**src/sic_pkg.sv**
```systemverilog
// Shared widths, the front-to-back item type and helper functions for the segment crossing core.
package sic_pkg;

    localparam int COORD_BITS_DEF = 16;
    localparam int FRAC_BITS_DEF  = 8;

    localparam int IN_W   = 16;   // width of one coordinate field on the input
    localparam int OUT_W  = 24;   // width of one crossing coordinate on the output
    localparam int CW     = 17;   // internal coordinate, signed
    localparam int DW     = 18;   // coordinate difference, signed
    localparam int PW     = 36;   // product of two differences, signed
    localparam int SW     = 37;   // difference of two products, signed
    localparam int MW     = 36;   // magnitude of the denominator and numerator
    localparam int AW     = 18;   // magnitude of a segment extent
    localparam int HW     = 18;   // half of a magnitude, for split multiplies

    localparam int S_TDATA_W = 8 * IN_W;
    localparam int M_TDATA_W = 56;

    localparam int FIFO_DEPTH = 4;
    localparam int FIFO_AW    = 2;

    localparam int OUT_MAX = 8388607;
    localparam int OUT_MIN = -8388608;

    typedef struct packed {
        logic                 hit;
        logic signed [CW-1:0] asx;
        logic signed [CW-1:0] asy;
        logic signed [DW-1:0] dax;
        logic signed [DW-1:0] day;
        logic [MW-1:0]        den;
        logic [MW-1:0]        num;
    } sic_item_t;

    // Reads a raw field as an integer coordinate. Narrow coordinates are
    // sign-extended from their top bit; wide ones carry no sign bit.
    function automatic logic signed [CW-1:0] coord_of(logic [IN_W-1:0] raw, int cb);
        int        w;
        logic      sgn;
        logic [CW-1:0] r;
        w   = (cb < IN_W) ? cb : IN_W;
        sgn = (cb <= IN_W) ? raw[w-1] : 1'b0;
        for (int i = 0; i < IN_W; i++) begin
            r[i] = (i < w) ? raw[i] : sgn;
        end
        r[CW-1] = sgn;
        return $signed(r);
    endfunction

    function automatic logic signed [PW-1:0] smul(logic signed [DW-1:0] a,
                                                   logic signed [DW-1:0] b);
        return a * b;
    endfunction

    // a*b - c*d, the 2-D cross product form.
    function automatic logic signed [SW-1:0] xprod(logic signed [DW-1:0] a,
                                                    logic signed [DW-1:0] b,
                                                    logic signed [DW-1:0] c,
                                                    logic signed [DW-1:0] d);
        return SW'(smul(a, b)) - SW'(smul(c, d));
    endfunction

endpackage

```
**src/sic_fifo.sv**
```systemverilog
// Short queue between the front and back parts.
module sic_fifo (
    input  logic               aclk,
    input  logic               aresetn,
    input  logic               push,
    input  sic_pkg::sic_item_t wr_item,
    output logic               full,
    input  logic               pop,
    output logic               head_valid,
    output sic_pkg::sic_item_t head
);

    localparam int DEPTH = sic_pkg::FIFO_DEPTH;
    localparam int PAW   = sic_pkg::FIFO_AW;

    sic_pkg::sic_item_t mem [DEPTH];
    logic [PAW-1:0] wr_ptr_reg, rd_ptr_reg;
    logic [PAW:0]   count_reg;

    assign full       = (count_reg == (PAW+1)'(DEPTH));
    assign head_valid = (count_reg != '0);
    assign head       = mem[rd_ptr_reg];

    always_ff @(posedge aclk) begin
        if (push) begin
            mem[wr_ptr_reg] <= wr_item;
        end
    end

    always_ff @(posedge aclk) begin
        if (!aresetn) begin
            wr_ptr_reg <= '0;
            rd_ptr_reg <= '0;
            count_reg  <= '0;
        end else begin
            if (push) begin
                wr_ptr_reg <= wr_ptr_reg + 1'b1;
            end
            if (pop) begin
                rd_ptr_reg <= rd_ptr_reg + 1'b1;
            end
            if (push && !pop) begin
                count_reg <= count_reg + 1'b1;
            end else if (pop && !push) begin
                count_reg <= count_reg - 1'b1;
            end
        end
    end

endmodule

```
**config.mk**
```make
export PLATFORM = sky130hd
export DESIGN_NAME = sic_fifo
export DESIGN_NICKNAME = d
export VERILOG_FILES = /design/src/sic_pkg.sv /design/src/sic_fifo.sv
export SDC_FILE = /design/constraint.sdc
export NUM_CORES = 1
export LEC_CHECK = 0
export BUFFER_PORTS_ARGS = -buffer_cell sky130_fd_sc_hd__buf_2
export CORE_MARGIN = 2
export CORE_UTILIZATION = 60
export CTS_CLUSTER_SIZE = 14
export DETAILED_ROUTE_END_ITERATION = 10
export MAX_ROUTING_LAYER = met4
export PLACE_DENSITY = 0.9
export SLEW_MARGIN = 20
export SYNTH_ARGS = -nofsm -noshare
export SYNTH_HDL_FRONTEND = slang
export SYNTH_SLANG_ARGS = --single-unit
```
**constraint.sdc**
```tcl
create_clock -name aclk -period 11.6 [get_ports aclk]
set_clock_uncertainty 0.15 [all_clocks]
set_input_delay 0 -clock aclk [delete_from_list [all_inputs] [get_ports aclk]]
set_output_delay 0 -clock aclk [all_outputs]
set_load 0.01 [all_outputs]
```
-- Word-level counts from Yosys, hierarchy flattened
Memory sizes are Yosys's and may differ from the RTL's. A register that Yosys moved wholly into a read port is not among the register bits.
Index checks and enable logic that the tools add are counted.
- reductions and logical operators: 6
- eq/ne operators: 1
- add/subtract/negate cells: 4
- muxes and demuxes: 6
- operators by type and width (kind ; count):
    $mux 3 ; 2
    $add 2x1->2 const B ; 2
    $mux 2 ; 2
    $add 3x1->3 const B ; 1
    $eq 3x3->1 const B ; 1
    $reduce_bool 3->1 ; 1
    $sub 3x1->3 const B ; 1
    $logic_and 1x1->1 ; 2
    $logic_not 1->1 ; 2
    $mux 1 ; 2
    $reduce_bool 2->1 ; 1
- output and inout bits: 145
- memories kept: 1
- memory bits (writable): 572
- register bits: 7
- bits of input ports: 147
- memories (memory ; words ; width ; rd ports ; clocked after memory_dff ; write ports ; line ; source):
    mem ; 4 ; 143 ; 1 ; 1 ; 1 ; sic_fifo.sv:16 ; sic_pkg::sic_item_t mem [DEPTH];

-- Logic depth before layout (Yosys ltp)
Gate-level depths: netlist (run 1).
- word-level depth: 4
- mapped depth: 7
- depth with buffers taken out: 7

-- Worst setup path after synthesis (run 1)
Ideal clock, no wire load.
- path kind: register -> register
- start point: reg wr_ptr_reg[0]
- end point: mem mem[0][0] in the netlist's numbering (enable)
- cell stages (with the launch flop): 4
- arrival: 3.814 ns
- data required time: 10.931 ns
- slack: 7.117 ns
- path buffers: 0
- cells stage by stage: dfxtp_1 inv_1 ha_1 and2_1
- RTL lines (element ; line ; source):
    start: declaration ; sic_fifo.sv:17 ; logic [PAW-1:0] wr_ptr_reg, rd_ptr_reg;
    start signal: assignment ; sic_fifo.sv:37 ; wr_ptr_reg <= wr_ptr_reg + 1'b1;
    end: declaration ; sic_fifo.sv:16 ;
No word-level cell before the write port.

-- Worst setup path after layout (run 1)
- start point: reg wr_ptr_reg[0]
- end point: mem mem[1][64] in the netlist's numbering (enable)
No word-level cell before the write port.

==> results.rst, run 1 <==
.. list-table::
   :header-rows: 1

   * - Metric
     - Value
   * - Flop2flop setup slack
     - 8.33 ns
   * - Worst Hold Depth
     - 2
   * - HPWL Detailed
     - 23,600 um
   * - Cell type group with the largest total delay on the critical path
     - buffers and inverters
   * - Main combinational cell family by area after synthesis
     - multiplexers
   * - IO buf count
     - 291
   * - R2R cell count
     - 4
   * - Max IR drop VDD
     - 208 uV
   * - Cell area after synthesis
     - 0.0211 mm^2
   * - Seq/Total Area, Yosys
     - 0.824
   * - Complex-gate fraction of the synthesized area
     - 0.000594
   * - H-tree depth reported by CTS
     - 2
   * - Clock tree root driver cell
     - sky130_fd_sc_hd__clkbuf_16
   * - Max clock buf depth
     - 3
   * - First-pass GRT wire length
     - 67,600 um
   * - Detailed-route wire length
     - 46,000 um
   * - Worst slew margin relative to its limit
     - 0.290
   * - Via count of the first global-routing pass
     - 11,100
   * - Setup slack after layout
     - 8.33 ns
   * - Number of flip-flops in the largest register
     - 572
   * - Clock tree from TritonCTS
     - yes
   * - Total Nets Final
     - 1,417
   * - Pwr per Cell Area
     - 176 mW/mm^2
   * - Total of flip-flops plus latches after synthesis
     - 581
   * - Chip Height
     - 191 um
   * - Fillers
     - 1,788
   * - Worst Path Class, Setup
     - flip-flop to flip-flop
   * - Critical path capture point type
     - flip-flop
   * - Adder-cell share of the synthesized area
     - 0.00392
   * - Number of failing hold endpoints at the final stage
     - 0
   * - Post-CTS Setup Repair Bufs
     - 0
   * - Max Cap Violations
     - 0
   * - Number of nets still failing antenna checks after routing
     - 0
   * - Antenna violations before repair
     - 4
   * - Clock transition at the register clock pins on the worst setup and hold paths after CTS
     - 0.06 ns
   * - Cell type with the largest total area after synthesis
     - sky130_fd_sc_hd__edfxtp_1
   * - Worst-path fanout max
     - 66
   * - Aggregate global routing overflow
     - 0
   * - Detail-routed via count per cell
     - 5.88
   * - Initial core utilization
     - 0.609
   * - Classification of the worst-slack hold path
     - input port to flip-flop
   * - Synth top area share
     - 0.816
   * - Period minus WS final
     - 3.27 ns
   * - Biggest cell delay along the critical path
     - 0.85 ns
   * - Total negative setup slack
     - 0 ns
   * - Count of final max-slew check failures
     - 0
   * - Worst slew pin tran
     - 1.07 ns
   * - Routed len/inst
     - 26.0 um
   * - Highest Clock Rate
     - 306 MHz
   * - Post-route fraction of the period consumed by the critical path
     - 0.282
   * - Worst path most repeated cell
     - sky130_fd_sc_hd__buf_4
   * - Multiplexer share of the synthesized area
     - 0.154
   * - Syn Nets
     - 943
   * - Place WS
     - 8.34 ns
   * - Main area contributors after synthesis
     - sky130_fd_sc_hd__edfxtp_1, sky130_fd_sc_hd__mux4_2, sky130_fd_sc_hd__dfxtp_1, sky130_fd_sc_hd__buf_6, sky130_fd_sc_hd__buf_2
   * - Area of the placeable core
     - 0.0345 mm^2
   * - Data arrival time of the worst path
     - 3.31 ns
   * - Aggregate global-route resource usage
     - 0.264
   * - Number of placement rows
     - 68
   * - Number of cells on the critical path
     - 4
   * - Slowest CP cell
     - sky130_fd_sc_hd__buf_4
   * - Yosys warning count
     - 0
   * - Number of search-and-repair iterations in the first detailed-routing pass
     - 7
   * - Final setup violation count
     - 0
   * - Leakage power of the design
     - 0.00892 uW
   * - # IOs
     - 292
   * - Skew-Pair Late Insertion Delay
     - 0.57 ns
   * - Startpoint type of the worst setup path
     - flip-flop
   * - Crit path buf inv count
     - 2
   * - # DRC
     - 0
   * - Cells along the critical path
     - ha_1 > and2_4 > buf_4 > buf_4
   * - Clock net sink count
     - 581
   * - Total number of vias
     - 10,400
   * - Share of cells above drive strength 1
     - 0.400
   * - Average size of a mapped cell
     - 26.6 um^2
   * - Area share of xor/xnor cells in the synthesized design
     - 0.00208
   * - Outcome
     - complete, no violations
   * - GPL Wtd Cong
     - 0.745
   * - Number of distinct library cell variants in the gate-level netlist after synthesis
     - 19
   * - Post-synthesis share of cell area spent on and, or, nand and nor gates
     - 0.00440
   * - Clock buffers created by TritonCTS
     - 54
   * - Area growth from synthesis to layout
     - 24.5%
   * - Total power
     - 4620 uW
   * - Horizontal die dimension
     - 191 um
   * - Count of routing violations after the opening detailed-route iteration
     - 905
   * - Number of cells produced by synthesis
     - 790
   * - Pin count of the biggest net entering global routing
     - 129
   * - Setup repair after global routing missed its margin
     - false
   * - Data required time at the worst endpoint
     - 11.64 ns
   * - Die Outline Area
     - 0.0366 mm^2
## final cells by class
class / count / area, um^2 / area share
Sequential cell: 581 / 17400 / 0.663
Multi-Input combinational cell: 173 / 3480 / 0.133
Timing Repair Buffer: 450 / 3060 / 0.117
Clock buffer: 65 / 1460 / 0.0556
Tap cell: 455 / 569 / 0.0217
Clock inverter: 36 / 238 / 0.00907
Inverter: 4 / 15.0 / 0.000573
Antenna cell: 5 / 12.5 / 0.000478
## power breakdown
part / internal (uW) / total [uW] / switching (uW)
Sequential: 2410 / 2450 / 40.7
Combinational: 228 / 479 / 251
Clock: 956 / 1680 / 725
Total: 3600 / 4620 / 1020
## cell usage in the layout (no fill, tap or decap), drive strengths merged, types with 2 or more instances in the layout
cell / netlist / layout
buf: 25 / 301
diode: 0 / 5
xor2: 3 / 3
or3: 2 / 2
ha: 5 / 5
xnor2: 2 / 2
dlygate4sd3: 0 / 149
dfxtp: 9 / 9
clkbuf: 7 / 65
nor2b: 2 / 2
inv: 4 / 4
mux2i: 2 / 2
bufinv: 0 / 3
clkinv: 0 / 32
mux4: 143 / 143
edfxtp: 572 / 572
and2: 9 / 9
## path summary, 6_finish.rpt
path                                     from             to
worst max-delay path            wr_ptr_reg[0]     mem[1][64]
worst min-delay path              wr_item[45]     mem[1][45]
worst max register to register  wr_ptr_reg[0]     mem[1][64]
worst min register to register  wr_ptr_reg[1]  wr_ptr_reg[1]
## timing repair
action                                 CTS  global route
hold buffers                           149             0
endpoints found under the hold margin  647             0
gates resized for setup                  0             0
## Yosys cell counts
cell type,instances
sky130_fd_sc_hd__edfxtp_1,572
sky130_fd_sc_hd__and2_1,9
sky130_fd_sc_hd__ha_1,5
sky130_fd_sc_hd__buf_2,16
sky130_fd_sc_hd__mux4_2,143
sky130_fd_sc_hd__dfxtp_1,9
sky130_fd_sc_hd__fa_1,1
sky130_fd_sc_hd__a21boi_0,1
sky130_fd_sc_hd__xnor2_1,2
sky130_fd_sc_hd__o21ai_0,1
sky130_fd_sc_hd__nor2b_1,2
sky130_fd_sc_hd__clkbuf_1,7
sky130_fd_sc_hd__nor3b_1,1
sky130_fd_sc_hd__inv_1,4
sky130_fd_sc_hd__buf_6,9
sky130_fd_sc_hd__xor2_1,3
sky130_fd_sc_hd__nand2_1,1
sky130_fd_sc_hd__mux2i_1,2
sky130_fd_sc_hd__or3_1,2
## per-layer routing
layer / global-route usage / vias up / part of all wire
met5: - / - / 0
met4: 0.0743 / 0 / 0.025
met3: 0.0610 / 83 / 0.082
met2: 0.446 / 552 / 0.53
met1: 0.323 / 5386 / 0.36
li1: - / 4376 / -
## per-stage QoR
step	utilization	hold slack [ns]	cell area [um^2]	instances
4_1_cts	0.757	0.00109	26200	1763
3_3_place_gp	0.665	0.0602	23000	1513
2_1_floorplan	-	-0.0511	21100	790
6_report	0.758	0.0351	26200	1769
5_1_grt	0.758	0.0207	26200	1768
3_5_place_dp	0.665	0.0648	23000	1513
## cell families after synthesis
logic type,Yosys count
fa+ha+maj,6
compound gates,2
xor+xnor,5
mux,145
flops,581
simple gates,15
buf+inv,36
No activity file was read; power rests on OpenSTA's default activity.
==> run 2, diff against run 1 <==
Settings changed: CORE_UTILIZATION 60 to 57, PLACE_DENSITY 0.9 to 0.86.
Clock period 11.6 ns to 3.21 ns, I/O delays scaled along.
==> results.rst, run 2 (synthesis results as in run 1) <==
.. list-table::
   :header-rows: 1

   * - Metric
     - Value
   * - Area growth from synthesis to layout
     - 26.3%
   * - Die Outline Area
     - 0.0385 mm^2
   * - Total number of vias
     - 10,400
   * - Number of placement rows
     - 70
   * - # DRC
     - 0
   * - Data required time at the worst endpoint
     - 3.06 ns
   * - Setup repair after global routing missed its margin
     - false
   * - Flop2flop setup slack
     - 1.20 ns
   * - Most common library cell in the layout ignoring fill and taps
     - sky130_fd_sc_hd__edfxtp_1
   * - Proportion of power drawn by flip-flops and latches
     - 0.535
   * - Post-cts sizing count
     - 0
   * - Clock power frac
     - 0.356
   * - Worst-path fanout max
     - 23
   * - Count of final max-slew check failures
     - 0
   * - Total Nets Final
     - 1,452
   * - Count of routing violations after the opening detailed-route iteration
     - 844
   * - Worst slew margin relative to its limit
     - 0.609
   * - R2R cell count
     - 3
   * - Data arrival time of the worst path
     - 2.38 ns
   * - Via count of the first global-routing pass
     - 11,000
   * - Detail-routed via count per cell
     - 5.71
   * - Aggregate global-route resource usage
     - 0.239
   * - Antenna violations before repair
     - 4
   * - Clock tree root driver cell
     - sky130_fd_sc_hd__clkbuf_16
   * - Total placed instance area
     - 0.0232 mm^2
   * - Cell area after layout
     - 0.0266 mm^2
   * - Worst slew pin tran
     - 0.587 ns
   * - Startpoint type of the worst setup path
     - flip-flop
   * - Pin count of the biggest net entering global routing
     - 86
   * - Endpoint of the worst-slack reg-to-reg timing path
     - mem[3][122]
   * - Max IR drop VDD
     - 500 uV
   * - Critical path capture point type
     - primary output
   * - Most frequent cells in the layout
     - sky130_fd_sc_hd__edfxtp_1, sky130_fd_sc_hd__buf_2, sky130_fd_sc_hd__dlygate4sd3_1, sky130_fd_sc_hd__mux4_2, sky130_fd_sc_hd__clkbuf_16
   * - Max Cap Violations
     - 0
   * - Number of failing hold endpoints at the final stage
     - 0
   * - # IOs
     - 292
   * - Post-route fraction of the period consumed by the critical path
     - 0.787
   * - Origin of the critical flop-to-flop path
     - wr_ptr_reg[0]
   * - Clock net sink count
     - 581
   * - Clock tree from TritonCTS
     - yes
   * - Fraction of power consumed by combinational cells
     - 0.109
   * - Number of flip-flops in the largest register
     - 572
   * - Share of cells above drive strength 1
     - 0.395
   * - Skew-Pair Late Insertion Delay
     - 0.58 ns
   * - Final setup violation count
     - 0
   * - Max clock buf depth
     - 3
   * - Total negative setup slack
     - 0 ns
   * - Net switching share of the total power
     - 0.220
   * - Reported net switching power
     - 3630 uW
   * - Clock transition at the register clock pins on the worst setup and hold paths after CTS
     - 0.06 ns
   * - Worst Hold Path EP
     - mem[1][12]
   * - Start point of the worst min-delay path
     - wr_item[12]
   * - Classification of the worst-slack hold path
     - input port to flip-flop
   * - Worst Hold Depth
     - 2
   * - Leakage power of the design
     - 0.00907 uW
   * - Horizontal die dimension
     - 196 um
   * - Number of search-and-repair iterations in the first detailed-routing pass
     - 5
   * - Detailed-route wire length
     - 44,000 um
   * - First-pass GRT wire length
     - 65,900 um
   * - Highest Clock Rate
     - 396 MHz
   * - Initial core utilization
     - 0.576
   * - Worst Path Class, Setup
     - flip-flop to primary output
   * - GPL Wtd Cong
     - 0.740
   * - HPWL Detailed
     - 24,000 um
   * - Area of the placeable core
     - 0.0365 mm^2
   * - Chip Height
     - 196 um
   * - Clock buffers created by TritonCTS
     - 54
   * - Routed len/inst
     - 24.3 um
   * - Pwr per Cell Area
     - 621 mW/mm^2
   * - Outcome
     - complete, no violations
   * - Number of nets still failing antenna checks after routing
     - 0
   * - Aggregate global routing overflow
     - 0
   * - H-tree depth reported by CTS
     - 2
   * - Period minus WS final
     - 2.53 ns
   * - Total power
     - 16,500 uW
   * - Internal portion of total power
     - 12,900 uW
   * - IO buf count
     - 291
[run 2: per-layer routing]
metal  global-route usage  share of wire  wire length [um]
met3               0.0517          0.076              3350
met5                    -              0                 0
met1                0.313           0.39             17100
met4               0.0825          0.028              1220
met2                0.379           0.51             22400
[run 2: how the worst max path moves through the flow]
stage | to | startpoint
after floorplan | mem[2][0] | wr_ptr_reg[0]
after global placement | mem[3][65] | wr_ptr_reg[0]
after detailed placement | mem[3][64] | wr_ptr_reg[0]
after CTS | head[120] | flip-flop
after global routing | head[116] | flip-flop
final | head[120] | flip-flop
[run 2: what timing repair did]
action | 4_1_cts | 5_1_grt
endpoints found under the hold margin | 642 | 0
hold buffers | 176 | 0
setup buffers | 0 | 0
[run 2: power by group through the flow]
stage / Clock (uW) / Combinational (uW) / Sequential (uW)
final: 5870 / 1800 / 8840
after global routing: 6280 / 1910 / 8860
after CTS: 5980 / 1800 / 8840
after detailed placement: 0 / 1610 / 8990
after global placement: 0 / 1570 / 8960
after floorplan: 0 / 944 / 8950
[run 2: worst max-delay path, cell delays in order, from the launching register on]
cell and delay (ns):
sky130_fd_sc_hd__dfxtp_4 0.67, sky130_fd_sc_hd__buf_4 0.38, sky130_fd_sc_hd__mux4_2 0.57, sky130_fd_sc_hd__buf_2 0.16
[run 2: final cells by class]
type,instances,area [um^2]
Timing Repair Buffer,485,3520
Sequential cell,581,17400
Inverter,4,15.0
Fill cell,1997,9930
Tap cell,468,586
Clock buffer,66,1420
Clock inverter,32,198
Multi-Input combinational cell,173,3480
Antenna cell,4,10.0
[run 2: stage by stage]
step                      setup WS, ns  hold slack (ns)  std cells   util
after global placement            1.24           0.0607       1535  0.635
after floorplan                  0.322          -0.0511        790      -
after global routing             0.532          0.00882       1813  0.728
after CTS                        0.589         0.000170       1809  0.728
final                            0.685           0.0247       1813  0.728
after detailed placement          1.19           0.0655       1535  0.635
